==> src/rtl/cbs_pkg.sv <==
`timescale 1ns / 1ps
`default_nettype none
// ----------------------------------------------------------------------------
// Cell balancing sequencer package
// Types, codes and constants shared by the channel interfaces and the core.
// ----------------------------------------------------------------------------
package cbs_pkg;

	localparam int unsigned CFG_IDX_BITS = 3;

	typedef enum logic [CFG_IDX_BITS-1:0] {
		REG_TARGET_VOLTAGE   = 3'd0,
		REG_END_DEVIATION    = 3'd1,
		REG_ON_TIME          = 3'd2,
		REG_REST_TIME        = 3'd3,
		REG_MEASURE_TIME     = 3'd4,
		REG_ACTION_REST_TIME = 3'd5
	} cfg_reg_t;

	typedef enum logic [2:0] {
		PH_COMPLETE    = 3'd0,
		PH_ACTION_REST = 3'd1,
		PH_BALANCING   = 3'd2,
		PH_REST        = 3'd3,
		PH_MEASURE     = 3'd4
	} phase_t;

	typedef enum logic [1:0] {
		SS_SELECT  = 2'd0,
		SS_ON_TIME = 2'd1,
		SS_STEADY  = 2'd2
	} substage_t;

	localparam logic [15:0] MIN_TARGET_MV    = 16'd3208;
	localparam logic [15:0] MAX_TARGET_MV    = 16'd3348;
	localparam logic [15:0] DEV_IN_BALANCING = 16'd5000;
	localparam logic [31:0] STEADY_MS        = 32'd500;
	localparam logic [31:0] REST_START_MS    = 32'd100;

	localparam logic [15:0] RST_TARGET_VOLTAGE   = 16'd5000;
	localparam logic [15:0] RST_END_DEVIATION    = 16'd5;
	localparam logic [31:0] RST_ON_TIME          = 32'd60000;
	localparam logic [31:0] RST_REST_TIME        = 32'd30000;
	localparam logic [31:0] RST_MEASURE_TIME     = 32'd30000;
	localparam logic [31:0] RST_ACTION_REST_TIME = 32'd500;

	typedef struct packed {
		logic [31:0] now_ms;
		logic [15:0] cell_max_mv;
	} tick_t;

	typedef struct packed {
		logic [2:0] phase;
		logic [1:0] substage;
		logic       switch_cmd_valid;
		logic       switch_on;
	} result_t;

	typedef struct packed {
		logic [CFG_IDX_BITS-1:0] index;
		logic [31:0]             data;
	} cfg_write_t;

endpackage
`default_nettype wire

==> src/rtl/cbs_if.sv <==
`timescale 1ns / 1ps
`default_nettype none
// ----------------------------------------------------------------------------
// Cell balancing sequencer channels
// Valid/ready channels for ticks, results and register writes.
// ----------------------------------------------------------------------------
interface cbs_tick_if;
	logic          valid;
	logic          ready;
	cbs_pkg::tick_t payload;

	modport source (output valid, output payload, input ready);
	modport sink (input valid, input payload, output ready);
endinterface

interface cbs_result_if;
	logic            valid;
	logic            ready;
	cbs_pkg::result_t payload;

	modport source (output valid, output payload, input ready);
	modport sink (input valid, input payload, output ready);
endinterface

interface cbs_cfg_if;
	logic               valid;
	logic               ready;
	cbs_pkg::cfg_write_t payload;

	modport source (output valid, output payload, input ready);
	modport sink (input valid, input payload, output ready);
endinterface
`default_nettype wire

==> src/rtl/cell_balancing_sequencer_core.sv <==
`timescale 1ns / 1ps
`default_nettype none
// ----------------------------------------------------------------------------
// Cell balancing sequencer core
// Runs the timed balancing sequence, one result beat for each tick beat.
// ----------------------------------------------------------------------------
//  channel  dir  content
//  tick     in   now_ms, cell_max_mv
//  result   out  phase, substage, switch_cmd_valid, switch_on
//  cfg      in   register index, write data
//
//  A tick beat is registered in the tick register, evaluated against the
//  sequencer state and lands in the result register, so one beat is taken
//  each cycle while the result channel is not stalled. The tick register
//  lets a new tick enter while a result waits in the single result register.
//  A stalled result holds the tick register and the sequencer state.
//  Reset returns the sequencer to complete and the config registers to defaults.
// ----------------------------------------------------------------------------
module cell_balancing_sequencer_core #(
	parameter int unsigned TIME_BITS = 32
) (
	input  wire           clk,
	input  wire           arst_n,
	cbs_tick_if.sink      tick,
	cbs_result_if.source  result,
	cbs_cfg_if.sink       cfg
);
	import cbs_pkg::*;

	localparam int unsigned EL_BITS = (TIME_BITS < 32) ? TIME_BITS : 32;

	logic [15:0] target_voltage_q;
	logic [15:0] end_deviation_q;
	logic [31:0] on_time_q;
	logic [31:0] rest_time_q;
	logic [31:0] measure_time_q;
	logic [31:0] action_rest_time_q;

	phase_t      phase_q, phase_d;
	substage_t   substage_q, substage_d;
	logic [31:0] mark_q, mark_d;
	logic        switch_q, switch_d;
	logic        cmd_d;

	logic        valid_s1;
	tick_t       tick_s1;
	logic        out_valid_q;
	result_t     out_q;
	logic        advance;

	logic [15:0]        vmax;
	logic [15:0]        target;
	logic [15:0]        dev;
	logic               needed;
	logic [31:0]        diff;
	logic [EL_BITS-1:0] el_trunc;
	logic [31:0]        el;

	assign cfg.ready = 1'b1;

	always_ff @(posedge clk or negedge arst_n) begin
		if (!arst_n) begin
			target_voltage_q   <= RST_TARGET_VOLTAGE;
			end_deviation_q    <= RST_END_DEVIATION;
			on_time_q          <= RST_ON_TIME;
			rest_time_q        <= RST_REST_TIME;
			measure_time_q     <= RST_MEASURE_TIME;
			action_rest_time_q <= RST_ACTION_REST_TIME;
		end else if (cfg.valid) begin
			case (cfg.payload.index)
				REG_TARGET_VOLTAGE:   target_voltage_q   <= cfg.payload.data[15:0];
				REG_END_DEVIATION:    end_deviation_q    <= cfg.payload.data[15:0];
				REG_ON_TIME:          on_time_q          <= cfg.payload.data;
				REG_REST_TIME:        rest_time_q        <= cfg.payload.data;
				REG_MEASURE_TIME:     measure_time_q     <= cfg.payload.data;
				REG_ACTION_REST_TIME: action_rest_time_q <= cfg.payload.data;
				default: ;
			endcase
		end
	end

	assign advance    = valid_s1 && (!out_valid_q || result.ready);
	assign tick.ready = !valid_s1 || advance;

	always_ff @(posedge clk or negedge arst_n) begin
		if (!arst_n) begin
			valid_s1 <= 1'b0;
		end else if (tick.ready) begin
			valid_s1 <= tick.valid;
		end
	end

	always_ff @(posedge clk) begin
		if (tick.valid && tick.ready) begin
			tick_s1 <= tick.payload;
		end
	end

	always_comb begin
		vmax = (tick_s1.cell_max_mv < MIN_TARGET_MV) ? MIN_TARGET_MV : tick_s1.cell_max_mv;
		if (target_voltage_q < MIN_TARGET_MV) begin
			target = MIN_TARGET_MV;
		end else if (target_voltage_q > MAX_TARGET_MV) begin
			target = MAX_TARGET_MV;
		end else begin
			target = target_voltage_q;
		end
		if (phase_q == PH_BALANCING) begin
			dev = DEV_IN_BALANCING;
		end else if (vmax > target) begin
			dev = vmax - target;
		end else begin
			dev = target - vmax;
		end
		needed   = (dev > end_deviation_q) && (vmax > target);
		diff     = tick_s1.now_ms - mark_q;
		el_trunc = diff[EL_BITS-1:0];
		el       = 32'(el_trunc);
	end

	always_comb begin
		phase_d    = phase_q;
		substage_d = substage_q;
		mark_d     = mark_q;
		switch_d   = switch_q;
		cmd_d      = 1'b0;
		if (needed) begin
			case (phase_q)
				PH_COMPLETE: begin
					mark_d  = tick_s1.now_ms;
					phase_d = PH_ACTION_REST;
				end
				PH_ACTION_REST: begin
					if (el >= action_rest_time_q) begin
						mark_d     = tick_s1.now_ms;
						substage_d = SS_SELECT;
						phase_d    = PH_BALANCING;
					end
				end
				PH_BALANCING: begin
					case (substage_q)
						SS_SELECT: begin
							switch_d   = 1'b1;
							cmd_d      = 1'b1;
							substage_d = SS_ON_TIME;
						end
						SS_ON_TIME: begin
							if (el >= on_time_q) begin
								switch_d   = 1'b0;
								cmd_d      = 1'b1;
								mark_d     = tick_s1.now_ms;
								substage_d = SS_STEADY;
							end
						end
						SS_STEADY: begin
							if (el >= STEADY_MS) begin
								mark_d  = tick_s1.now_ms;
								phase_d = PH_REST;
							end
						end
						default: ;
					endcase
				end
				PH_REST: begin
					if (el < REST_START_MS) begin
						substage_d = SS_SELECT;
					end
					if (el >= rest_time_q) begin
						mark_d  = tick_s1.now_ms;
						phase_d = PH_MEASURE;
					end
				end
				PH_MEASURE: begin
					if (el >= measure_time_q) begin
						mark_d  = tick_s1.now_ms;
						phase_d = PH_ACTION_REST;
					end
				end
				default: ;
			endcase
		end else begin
			phase_d = PH_COMPLETE;
		end
	end

	always_ff @(posedge clk or negedge arst_n) begin
		if (!arst_n) begin
			phase_q    <= PH_COMPLETE;
			substage_q <= SS_SELECT;
			mark_q     <= '0;
			switch_q   <= 1'b0;
		end else if (advance) begin
			phase_q    <= phase_d;
			substage_q <= substage_d;
			mark_q     <= mark_d;
			switch_q   <= switch_d;
		end
	end

	always_ff @(posedge clk or negedge arst_n) begin
		if (!arst_n) begin
			out_valid_q <= 1'b0;
		end else if (advance) begin
			out_valid_q <= 1'b1;
		end else if (result.ready) begin
			out_valid_q <= 1'b0;
		end
	end

	always_ff @(posedge clk) begin
		if (advance) begin
			out_q.phase            <= phase_d;
			out_q.substage         <= substage_d;
			out_q.switch_cmd_valid <= cmd_d;
			out_q.switch_on        <= switch_d;
		end
	end

	assign result.valid   = out_valid_q;
	assign result.payload = out_q;

`ifndef SYNTH
	a_cmd_in_balancing: assert property (@(posedge clk) disable iff (!arst_n)
		(out_valid_q && out_q.switch_cmd_valid) |-> (out_q.phase == PH_BALANCING))
		else $error("switch command outside balancing");

	a_switch_matches_state: assert property (@(posedge clk) disable iff (!arst_n)
		out_valid_q |-> (out_q.switch_on == switch_q))
		else $error("reported switch level differs from switch register");

	a_complete_exit: assert property (@(posedge clk) disable iff (!arst_n)
		(advance && phase_q == PH_COMPLETE)
			|=> (phase_q == PH_COMPLETE || phase_q == PH_ACTION_REST))
		else $error("complete left for a phase other than action rest");

	a_stall_holds_state: assert property (@(posedge clk) disable iff (!arst_n)
		(out_valid_q && !result.ready)
			|=> ($stable(phase_q) && $stable(mark_q) && $stable(switch_q)))
		else $error("sequencer state moved while the result was stalled");
`endif

endmodule
`default_nettype wire

==> src/flat_wrapper.sv <==
// flat-port wrapper written by rule: the top's interface ports become plain ports
module cell_balancing_sequencer_core_flat import cbs_pkg::*;
#(
	parameter int unsigned TIME_BITS = 32
)
  (clk, arst_n, tick_valid, tick_payload, tick_ready, result_valid, result_payload, result_ready, cfg_valid, cfg_payload, cfg_ready);
  cbs_tick_if tick_i ();
  cbs_result_if result_i ();
  cbs_cfg_if cfg_i ();
  input  wire clk;
  input  wire arst_n;
  input wire logic [$bits(tick_i.valid)-1:0] tick_valid;
  input wire logic [$bits(tick_i.payload)-1:0] tick_payload;
  output wire logic [$bits(tick_i.ready)-1:0] tick_ready;
  output wire logic [$bits(result_i.valid)-1:0] result_valid;
  output wire logic [$bits(result_i.payload)-1:0] result_payload;
  input wire logic [$bits(result_i.ready)-1:0] result_ready;
  input wire logic [$bits(cfg_i.valid)-1:0] cfg_valid;
  input wire logic [$bits(cfg_i.payload)-1:0] cfg_payload;
  output wire logic [$bits(cfg_i.ready)-1:0] cfg_ready;
  assign tick_i.valid = tick_valid;
  assign tick_i.payload = tick_payload;
  assign tick_ready = tick_i.ready;
  assign result_valid = result_i.valid;
  assign result_payload = result_i.payload;
  assign result_i.ready = result_ready;
  assign cfg_i.valid = cfg_valid;
  assign cfg_i.payload = cfg_payload;
  assign cfg_ready = cfg_i.ready;
  cell_balancing_sequencer_core #(.TIME_BITS(TIME_BITS)) u_core (.clk(clk), .arst_n(arst_n), .tick(tick_i), .result(result_i), .cfg(cfg_i));
endmodule
==> config.mk <==
export PLATFORM = sky130hd
export DESIGN_NAME = cell_balancing_sequencer_core_flat
export DESIGN_NICKNAME = d
export VERILOG_FILES = /design/src/rtl/cbs_pkg.sv /design/src/rtl/cbs_if.sv /design/src/rtl/cell_balancing_sequencer_core.sv /design/src/flat_wrapper.sv
export SDC_FILE = /design/constraint.sdc
export NUM_CORES = 1
export LEC_CHECK = 0
export BUFFER_PORTS_ARGS = -buffer_cell sky130_fd_sc_hd__buf_2
export CORE_ASPECT_RATIO = 0.8
export CORE_UTILIZATION = 50
export DETAILED_ROUTE_END_ITERATION = 16
export PLACE_DENSITY = 0.66
export SYNTH_ARGS = -nofsm -noshare
export SYNTH_HDL_FRONTEND = slang
export SYNTH_SLANG_ARGS = --single-unit
==> constraint.sdc <==
create_clock -name clk -period 8.4 [get_ports clk]
set_input_delay 0.42 -clock clk [delete_from_list [all_inputs] [get_ports clk]]
set_output_delay 0.42 -clock clk [all_outputs]
set_load 0.01 [all_outputs]
==> results.json, run 1 <==
{
  "run_status": "complete, no violations",
  "grt_setup_unrepaired": "false",
  "max_freq_ghz": 0.130,
  "synth-edff-count": 55,
  "route.antenna.remaining_nets": 0,
  "ff2ff_path_depth": 30,
  "grt_overflow": 0,
  "post_synth_inst_count": 1976,
  "finalMaxSlewViolations": 0,
  "drv.max_cap_violation_count": 0,
  "clockPowerShare_pct": 18.5,
  "synth_cell_types": 74,
  "setup.reg_to_reg.worst_slack_ns": 0.71,
  "clock_insertion_delay_worst_skew_ns": 0.60,
  "detail_route.iter0.violations": 1176,
  "clk_pin_slew_ns": 0.06,
  "irDropWorstVdd_mv": 0.174,
  "worst_setup_path_end_kind": "register",
  "swShare_pct": 44.8,
  "final.setup.tns_ns": 0,
  "clock_skew_ns": 0.0334,
  "path_max_fanout": 31,
  "num_io_pins": 98,
  "intPower_uw": 4150,
  "post_cts_resize_count": 0,
  "clock-sinks": 255,
  "synth_area_per_cell_um2": 9.26,
  "placed_cells_incl_taps": 2498,
  "grt_max_degree": 85,
  "detailroute.via_count": 14800,
  "ctsRootBufferMaster": "clkbuf_16",
  "core_um2": 36000,
  "hold-worst-slack_ns": 0.0214,
  "clock_tree.buffer_depth": 3,
  "place.gp.congestion": 0.890,
  "critical_path.n_buffers_inverters": 4,
  "detail_route.wl_per_cell_um": 19.0,
  "min_delay_path_depth": 1,
  "post_detailed_route_drc_marker_count": 0,
  "placementRows": 62,
  "synth_seq_area_share_pct": 36.6,
  "synth_async_sr_flop_share_pct": 78.4,
  "combinationalPowerShare_pct": 58.4,
  "pwr-share-seq_pct": 23.0,
  "power_density_normalized_to_cell_area_nw_per_um2": 368,
  "vias_in_the_first_global_route": 14100,
  "timing.critical_path.slowest_cell_delay_ns": 0.62,
  "path_common_cell": "nand2_1",
  "synthesized_flop_and_latch_total": 255,
  "critical-path-top-delay-family": "compound AO/OA/AOI/OAI gates",
  "synth-warning-count": 0,
  "timing.rr.start": "u_core.target_voltage_q[15]",
  "max_slew.worst_pin.slew_ns": 1.05,
  "synth_ff_type": "dfrtp_1",
  "min_period_over_period_pct": 91.5,
  "synth_area_um2": 18300,
  "cts_inserted_buffers": 28,
  "maxSlewHeadroom_pct": 29.6,
  "place_hpwl_mm": 35.8,
  "post_route_insts_no_fill": 2552,
  "critical_path_required_time_ns": 8.85,
  "timing.final.hold_violations": 0,
  "initial_core_util_pct": 50.8,
  "detail_route.first_pass.iterations": 5,
  "layout-area-overhead-vs-synth_pct": 11.5,
  "hold_class": "in -> reg",
  "hold_start": "tick_payload[42]",
  "fp.dieArea_um2": 37400,
  "horiz_die_dim_um": 216,
  "cellLeakagePower_uw": 0.00934,
  "ctsHtreeMaxLevel": 1,
  "avgViaCountPerCell": 5.78,
  "layout-drive-gt1-share_pct": 16.3,
  "report.final.setup_viol": 0,
  "grt_util_all_layers_pct": 26.0,
  "criticalPathCategory": "reg -> reg",
  "wire_length_of_the_first_global_routing_pass_mm": 77.2,
  "number_of_antenna_violations_at_the_first_check_in_global_routing": 0,
  "timing.critical_path.arrival_ns": 8.14,
  "timing.hold.worst_endpoint": "u_core.tick_s1[42]",
  "regToRegEndpoint": "u_core.mark_q[25]",
  "number_of_input_and_output_port_buffers_inserted": 96,
  "crit_path_top_delay_cell": "o31ai_1",
  "routed_wl_mm": 48.6,
  "nNetsFinal": 2349,
  "fp.dieH_um": 173,
  "fin_crit_ns": 7.69,
  "worst_setup_path_start_kind": "register",
  "tritoncts": "yes",
  "power.net_switching_uw": 3360
}
==> routing by layer <==
metal,global-route usage [%],up-vias,part of all wire (%)
li1,-,7221,-
met1,40.7,7051,51
met2,37.4,428,41
met3,3.78,57,6.2
met4,5.85,0,2.1
met5,0,-,0
==> state kept, by name (all words and copies together), names as in the netlist <==
register / flops
u_core.action_rest_time_q: 32
u_core.end_deviation_q: 16
u_core.mark_q: 32
u_core.measure_time_q: 32
u_core.on_time_q: 32
u_core.phase_q: 3
u_core.rest_time_q: 32
u_core.result.payload: 7
u_core.result.valid: 1
u_core.substage_q: 2
u_core.switch_q: 1
u_core.target_voltage_q: 16
u_core.tick_s1: 48
u_core.valid_s1: 1
==> cells in the mapped netlist, types with 11 or more instances <==
library cell / instances / area, µm²
and2_1: 18 / 113
a211oi_1: 14 / 105
nor3_1: 18 / 90.1
nor2_1: 74 / 278
o21a_1: 14 / 105
inv_1: 218 / 818
nand2_1: 211 / 792
xor2_1: 21 / 184
edfxtp_1: 55 / 1650
nand2b_1: 48 / 300
nand3_1: 19 / 95.1
ha_1: 209 / 2620
nand4_1: 40 / 250
xnor2_1: 16 / 140
a21o_1: 80 / 601
o21ai_0: 141 / 706
mux2_2: 84 / 946
dfrtp_1: 166 / 4150
o211ai_1: 16 / 120
a221oi_2: 20 / 300
dfstp_2: 34 / 893
nor4_1: 41 / 257
a21oi_1: 95 / 475
a2bb2oi_1: 32 / 280
or3_1: 13 / 81.3
nor4b_1: 31 / 272
o31ai_1: 11 / 82.6
a221oi_1: 15 / 131
clkbuf_1: 92 / 345
==> what timing repair did <==
item | in CTS | in global routing
hold buffers | 1 | 0
buffers inserted | 0 | 0
hold endpoints to repair | 67 | 0
==> cell usage in the layout (no fill, tap or decap), types with 8 or more instances in the layout <==
cell type	instances
buf_2	95
o31ai_1	10
a21o_1	80
o21bai_1	8
or3_1	13
nor4b_1	31
dfstp_2	34
nor2_1	74
a21oi_1	95
a211oi_1	14
a221oi_1	15
ha_1	209
nor3_1	15
nor2b_1	9
edfxtp_1	55
a221oi_2	20
o211ai_1	16
dfrtp_1	166
o21a_1	14
conb_1	14
nand2_1	211
mux2i_1	9
a2bb2oi_1	32
nand2b_1	48
nand4_1	40
xnor2_1	16
o21ai_0	141
buf_4	33
nand3_1	19
inv_1	218
xor2_1	21
nor4_1	41
mux2_2	84
clkbuf_16	28
and2_1	17
==> worst reg2reg max path, delay by kind of cell (launching register included) <==
kind,cells,cell delay [ns]
AO/OA/AOI/OAI,11,2.72
multiplexers,1,0.20
AND/OR/NAND/NOR,10,2.29
adder cells (fa/ha/maj),3,0.89
XOR/XNOR,1,0.14
buffers and inverters,4,0.92
flip-flops,1,0.38
==> worst max path at each step <==
stage / cells past startpoint / slack [ns] / endpoint / start
6_report: 30 / 0.71 / u_core.mark_q[25] / u_core.target_voltage_q[15]
5_1_grt: 31 / 0.04 / u_core.mark_q[24] / u_core.target_voltage_q[15]
4_1_cts: 30 / 0.76 / u_core.mark_q[29] / u_core.target_voltage_q[15]
3_5_place_dp: 30 / 0.82 / u_core.mark_q[29] / u_core.target_voltage_q[15]
3_3_place_gp: 30 / 1.06 / u_core.mark_q[31] / u_core.target_voltage_q[15]
2_1_floorplan: 32 / 1.92 / u_core.mark_q[24] / u_core.target_voltage_q[15]
==> through the flow <==
| step | total power (µW) | util [%] | cell area (µm²) | setup slack (ns) |
|---|---|---|---|---|
| 6_report | 7510 | 56.7 | 20400 | 0.712 |
| 5_1_grt | 8110 | 56.7 | 20400 | 0.0372 |
| 4_1_cts | 7490 | 56.7 | 20400 | 0.758 |
| 3_5_place_dp | 6060 | 53.8 | 19300 | 0.815 |
| 3_3_place_gp | 5920 | 53.8 | 19300 | 1.06 |
| 2_1_floorplan | 4700 | - | 18300 | 1.92 |
==> power by group through the flow <==
stage                     clock network (µW)  logic [µW]  registers (µW)
after floorplan                            0        3000            1700
after global placement                     0        4180            1730
after detailed placement                   0        4310            1750
after CTS                               1420        4350            1730
after global routing                    1460        4890            1760
final                                   1390        4390            1730
==> layout make-up <==
| class | instances | area (µm²) |
|---|---|---|
| Fill cell | 3174 | 15600 |
| Multi-Input combinational cell | 1416 | 10500 |
| Sequential cell | 255 | 6700 |
| Inverter | 218 | 818 |
| Clock buffer | 33 | 759 |
| Timing Repair Buffer | 130 | 747 |
| Tap cell | 480 | 601 |
| Clock inverter | 19 | 289 |
| Antenna cell | 1 | 2.50 |
==> cell families after synthesis <==
kind of cell / count (synthesis) / share of synthesized area (%)
AOI/OAI and AO/OA: 505 / 19.1
xor gates and xnor gates: 37 / 1.77
adders and majority gates: 212 / 14.6
and+or+nand+nor: 555 / 15.5
other: 2 / 0.0410
muxes: 93 / 5.66
DFF: 255 / 36.6
buffers and inverters: 317 / 6.63
No activity file was read; power rests on OpenSTA's default activity.
==> run 2, diff against run 1 <==
--- a/config.mk
+++ b/config.mk
@@ -10,6 +10,7 @@
 export CORE_UTILIZATION = 50
 export DETAILED_ROUTE_END_ITERATION = 16
 export PLACE_DENSITY = 0.66
+export RECOVER_POWER = 25
 export SYNTH_ARGS = -nofsm -noshare
 export SYNTH_HDL_FRONTEND = slang
 export SYNTH_SLANG_ARGS = --single-unit
==> constraint.sdc (replaced) <==
create_clock -name clk -period 9.16 [get_ports clk]
set_input_delay 0.458 -clock clk [delete_from_list [all_inputs] [get_ports clk]]
set_output_delay 0.458 -clock clk [all_outputs]
set_load 0.01 [all_outputs]
==> run 2 against run 1 <==
Effect of this change: the run now ends with max-capacitance violations, max-slew violations left; total power down 9.2%; clock skew down 0.0087 ns; sequential cell count unchanged; highest routed layer unchanged; worst setup slack better by 0.35 ns; cell count about the same; non-clock buffer count down 5; fmax down 5.1%.
==> results.json, run 2 (synthesis results as in run 1) <==
{
  "run_status": "finished with violations",
  "failed_checks": "max-capacitance violations, max-slew violations",
  "insertedDiodeCount": 0,
  "post_cts_resize_count": 0,
  "min_delay_path_depth": 1,
  "grt_setup_unrepaired": "false",
  "largest_reg_flops": 48,
  "path_common_cell": "nand2_1",
  "ctsRootBufferMaster": "clkbuf_16",
  "nNetsFinal": 2346,
  "place_hpwl_mm": 35.5,
  "timing.rr.start": "u_core.target_voltage_q[15]",
  "place.gp.congestion": 0.914,
  "timing.critical_path.slowest_cell_delay_ns": 0.60,
  "ff2ff_path_depth": 32,
  "core_um2": 36000,
  "horiz_die_dim_um": 216,
  "detail_route.iter0.violations": 1189,
  "timing.hold.worst_endpoint": "u_core.tick_s1[19]",
  "layout-area-overhead-vs-synth_pct": 11.2,
  "clk_pin_slew_ns": 0.06,
  "setup.reg_to_reg.worst_slack_ns": 1.06,
  "wire_length_of_the_first_global_routing_pass_mm": 78.1,
  "tritoncts": "yes",
  "vias_in_the_first_global_route": 14300,
  "registers.top_by_ff_count": "u_core.tick_s1",
  "worst_setup_path_start_kind": "register",
  "fin_crit_ns": 8.10,
  "hold-worst-slack_ns": 0.0523,
  "combinationalPowerShare_pct": 58.5,
  "fp.dieArea_um2": 37400,
  "finalPower_uw": 6810,
  "grt_util_all_layers_pct": 26.0,
  "finalMaxSlewViolations": 80,
  "number_of_input_and_output_port_buffers_inserted": 96,
  "crit_path_top_delay_cell": "o31ai_1",
  "number_of_antenna_violations_at_the_first_check_in_global_routing": 0,
  "final.setup.tns_ns": 0,
  "routed_wl_mm": 48.0,
  "detailroute.via_count": 14800,
  "max_freq_ghz": 0.123,
  "min_period_over_period_pct": 88.4,
  "critical_path_required_time_ns": 9.62,
  "placementRows": 62,
  "most-common-layout-cells": "inv_1, nand2_1, ha_1, dfrtp_1, o21ai_0",
  "initial_core_util_pct": 50.8,
  "clock_insertion_delay_worst_skew_ns": 0.60,
  "avgViaCountPerCell": 5.81,
  "detail_route.first_pass.iterations": 7,
  "report.final.setup_viol": 0,
  "intPower_uw": 3760,
  "ctsHtreeMaxLevel": 1,
  "power_density_normalized_to_cell_area_nw_per_um2": 335,
  "timing.critical_path.arrival_ns": 8.56,
  "detail_route.wl_per_cell_um": 18.8,
  "clock_tree.buffer_depth": 3,
  "cts-hold-fix-buffers": 1,
  "clock_skew_ns": 0.0247,
  "regToRegEndpoint": "u_core.mark_q[31]",
  "post_cts_buffers": 0,
  "drv.max_cap_violation_count": 1,
  "fp.dieH_um": 173,
  "timing.final.hold_violations": 0,
  "swShare_pct": 44.8,
  "path_max_fanout": 65,
  "route.antenna.remaining_nets": 0,
  "power.net_switching_uw": 3050,
  "num_io_pins": 98,
  "grt_max_degree": 80,
  "clockPowerShare_pct": 18.2,
  "hold_start": "tick_payload[19]",
  "cts_inserted_buffers": 30,
  "clock-sinks": 255,
  "criticalPathCategory": "reg -> reg",
  "irDropWorstVdd_mv": 0.170,
  "mostFrequentLayoutCell": "inv_1",
  "cellLeakagePower_uw": 0.00929,
  "max_slew.worst_pin.slew_ns": 4.28,
  "pwr-share-seq_pct": 23.3,
  "hold_class": "in -> reg",
  "grt_overflow": 0,
  "post_detailed_route_drc_marker_count": 0,
  "worst_setup_path_end_kind": "register",
  "layout-drive-gt1-share_pct": 15.7,
  "maxSlewHeadroom_pct": -186
}
-- run 2: layout make-up --
type	instances	area, µm²
Clock inverter	14	198
Inverter	218	818
Multi-Input combinational cell	1416	10500
Clock buffer	42	846
Tap cell	480	601
Timing Repair Buffer	125	689
Fill cell	3253	15700
Sequential cell	255	6700
-- run 2: worst max-delay path by stage --
stage | from | end | slack, ns | cells after the start
finish | u_core.target_voltage_q[15] | u_core.mark_q[31] | 1.06 | 32
global route | u_core.target_voltage_q[15] | u_core.mark_q[28] | 0.32 | 32
CTS | u_core.target_voltage_q[15] | u_core.mark_q[28] | 1.16 | 32
detailed placement | u_core.target_voltage_q[15] | u_core.mark_q[28] | 1.21 | 32
global placement | u_core.target_voltage_q[15] | u_core.mark_q[29] | 1.53 | 32
floorplan | u_core.target_voltage_q[15] | u_core.mark_q[24] | 2.68 | 32
-- run 2: worst max-delay path: cells and delay by family, from the launching register on --
family                     cells  cell delay [ns]
adders and majority gates      3             0.78
DFF                            1             0.38
AOI/OAI and AO/OA             12             2.91
xor gates and xnor gates       1             0.20
buffers and inverters          5             1.40
and+or+nand+nor               11             2.25
-- run 2: power groups by stage --
stage          registers, µW  logic (µW)  clock network (µW)
2_1_floorplan           1560        2760                   0
3_3_place_gp            1590        3800                   0
3_5_place_dp            1600        3920                   0
4_1_cts                 1580        3950                1270
5_1_grt                 1620        4490                1320
6_report                1590        3980                1240
-- run 2: stage by stage --
| step | instances | worst slack, ns | util [%] | instance area, µm² |
|---|---|---|---|---|
| 6_report | 2550 | 1.06 | 56.5 | 20300 |
| 5_1_grt | 2550 | 0.318 | 56.5 | 20300 |
| 4_1_cts | 2550 | 1.16 | 56.6 | 20400 |
| 3_5_place_dp | 2493 | 1.21 | 53.6 | 19300 |
| 3_3_place_gp | 2493 | 1.53 | 53.6 | 19300 |
| 2_1_floorplan | 1988 | 2.68 | - | 18300 |
-- run 2: per-layer routing --
metal / global-route usage (%) / vias to the layer above / wire [µm]
met2: 37.2 / 426 / 19800
met3: 3.59 / 61 / 2770
met5: 0 / - / 0
li1: - / 7232 / -
met1: 41.1 / 7091 / 24500
met4: 5.44 / 0 / 957
==> run 3, diff against run 2 <==
--- a/config.mk
+++ b/config.mk
@@ -7,9 +7,9 @@
 export LEC_CHECK = 0
 export BUFFER_PORTS_ARGS = -buffer_cell sky130_fd_sc_hd__buf_2
 export CORE_ASPECT_RATIO = 0.8
-export CORE_UTILIZATION = 50
+export CORE_UTILIZATION = 35
 export DETAILED_ROUTE_END_ITERATION = 16
-export PLACE_DENSITY = 0.66
+export PLACE_DENSITY = 0.5
 export RECOVER_POWER = 25
 export SYNTH_ARGS = -nofsm -noshare
 export SYNTH_HDL_FRONTEND = slang
==> run 3 against run 2 <==
Effect of this change: the flow still finishes with violations (max-capacitance violations, max-slew violations); cell area is 1.7% higher; sequential share of layout area is 0.56 points lower; global-route usage is 6.4 points lower; combinational power is 2% higher; hold slack worse by 0.023 ns; worst setup slack better by 0.10 ns; routed wire length is 7.4% higher; clock skew is 0.0095 ns lower; utilization is 16 points lower; cell count is 8.4% higher; count of clock-buffer cells in the layout is 2 lower.
==> results.json, run 3 (synthesis results as in run 1) <==
{
  "run_status": "finished with violations",
  "failed_checks": "max-capacitance violations, max-slew violations",
  "fin_crit_ns": 8.00,
  "grt_overflow": 0,
  "ctsRootBufferMaster": "clkbuf_16",
  "cts_inserted_buffers": 30,
  "grt_util_all_layers_pct": 19.6,
  "detail_route.wl_per_cell_um": 18.7,
  "critical_path.n_buffers_inverters": 4,
  "num_io_pins": 98,
  "criticalPathCategory": "reg -> reg",
  "place.gp.congestion": 0.853,
  "critical-path-top-delay-family": "compound AO/OA/AOI/OAI gates",
  "hold_class": "in -> reg",
  "tritoncts": "yes",
  "worst_setup_path_end_kind": "register",
  "avgViaCountPerCell": 5.28,
  "placedInstanceArea_um2": 19600,
  "finalMaxSlewViolations": 71,
  "final.setup.tns_ns": 0,
  "layout-drive-gt1-share_pct": 16.2,
  "number_of_input_and_output_port_buffers_inserted": 96,
  "max_slew.worst_pin.slew_ns": 3.99,
  "timing.final.hold_violations": 0,
  "min_period_over_period_pct": 87.3,
  "nNetsFinal": 2355,
  "maxSlewHeadroom_pct": -166,
  "vias_in_the_first_global_route": 14300,
  "placementRows": 74,
  "fp.dieArea_um2": 53200,
  "mostFrequentLayoutCell": "inv_1",
  "registers.top_by_ff_count": "u_core.tick_s1",
  "most-common-layout-cells": "inv_1, nand2_1, ha_1, dfrtp_1, o21ai_0",
  "detail_route.first_pass.iterations": 5,
  "ctsHtreeMaxLevel": 1,
  "wire_length_of_the_first_global_routing_pass_mm": 82.2,
  "largest_reg_flops": 48,
  "report.final.setup_viol": 0,
  "initial_core_util_pct": 35.7,
  "worst_setup_path_start_kind": "register",
  "routed_wl_mm": 51.6,
  "path_common_cell": "nand2_1",
  "clk_pin_slew_ns": 0.07,
  "fillers": 5192,
  "crit_path_top_delay_cell": "nand2_1",
  "number_of_antenna_violations_at_the_first_check_in_global_routing": 0,
  "irDropWorstVdd_mv": 0.167,
  "horiz_die_dim_um": 258,
  "timing.critical_path.arrival_ns": 8.47,
  "place_hpwl_mm": 38.1,
  "clock_insertion_delay_worst_skew_ns": 0.60,
  "drv.max_cap_violation_count": 1,
  "core_um2": 51300,
  "clock-sinks": 255,
  "grt_max_degree": 72,
  "route.antenna.remaining_nets": 0,
  "insertedDiodeCount": 0,
  "final_cell_area_um2": 20700,
  "fp.dieH_um": 207,
  "layout-area-overhead-vs-synth_pct": 13.1,
  "detail_route.iter0.violations": 935,
  "clock_tree.buffer_depth": 3,
  "grt_setup_unrepaired": "false",
  "post_detailed_route_drc_marker_count": 0,
  "path_max_fanout": 52,
  "detailroute.via_count": 14600,
  "timing.critical_path.slowest_cell_delay_ns": 0.56,
  "post_cts_buffers": 0,
  "cellLeakagePower_uw": 0.00935,
  "power_density_normalized_to_cell_area_nw_per_um2": 336,
  "clock_skew_ns": 0.0152,
  "critical_path_required_time_ns": 9.64,
  "max_freq_ghz": 0.125
}
run 3: changes by cell type in the layout (fill, tap and decap cells not counted), sizes merged:
| cell | delta |
|---|---|
| inv | -1 |
| buf | +10 |
| clkinvlp | +1 |
| bufinv | +2 |
| clkbuf | -3 |
run 3: layout make-up:
type	count	area, µm²	area share (%)
Timing Repair Buffer	134	761	3.68
Inverter	218	818	3.96
Multi-Input combinational cell	1416	10500	50.7
Clock inverter	16	238	1.15
Clock buffer	40	828	4.00
Sequential cell	255	6700	32.4
Tap cell	684	856	4.14
run 3: per-layer routing:
metal  vias up  track usage, %  wire [µm]
met4         0            3.44        865
met3        56            2.35       2030
li1       7234               -          -
met5         -               0          0
met2       286            28.5      20900
met1      7012            30.9      27800
run 3: through the flow:
step	std cells	setup WS, ns	utilization, %	power [µW]	hold slack, ns
2_1_floorplan	1988	2.68	-	4310	0.162
3_3_place_gp	2706	1.68	38.3	5540	0.465
3_5_place_dp	2706	1.31	38.3	5650	0.484
4_1_cts	2763	1.26	40.4	6990	0.00425
5_1_grt	2763	0.424	40.3	7590	0.0111
6_report	2763	1.16	40.3	6950	0.0289
run 3: final timing paths:
| check | to | start | slack (ns) | cells after the start |
|---|---|---|---|---|
| setup / recovery | u_core.mark_q[30] | u_core.target_voltage_q[14] | 1.16 | 30 |
| hold / removal | u_core.tick_s1[40] | tick_payload[40] | 0.03 | 1 |
| setup reg to reg | u_core.mark_q[30] | u_core.target_voltage_q[14] | 1.16 | 30 |
| hold reg to reg | u_core.result.valid | u_core.valid_s1 | 0.49 | 1 |
| max in group asynchronous | u_core.measure_time_q[31] | arst_n | 4.80 | 3 |
| min in group asynchronous | u_core.action_rest_time_q[0] | arst_n | 1.79 | 2 |
run 3: repair_timing:
action	4_1_cts	5_1_grt
hold buffers	1	0
endpoints found under the hold margin	50	0
gates resized for setup	0	0
run 3: report_power, final:
part / total [µW] / switching, µW / internal [µW]
clock network: 1300 / 523 / 778
registers: 1580 / 146 / 1440
logic: 4070 / 2430 / 1640
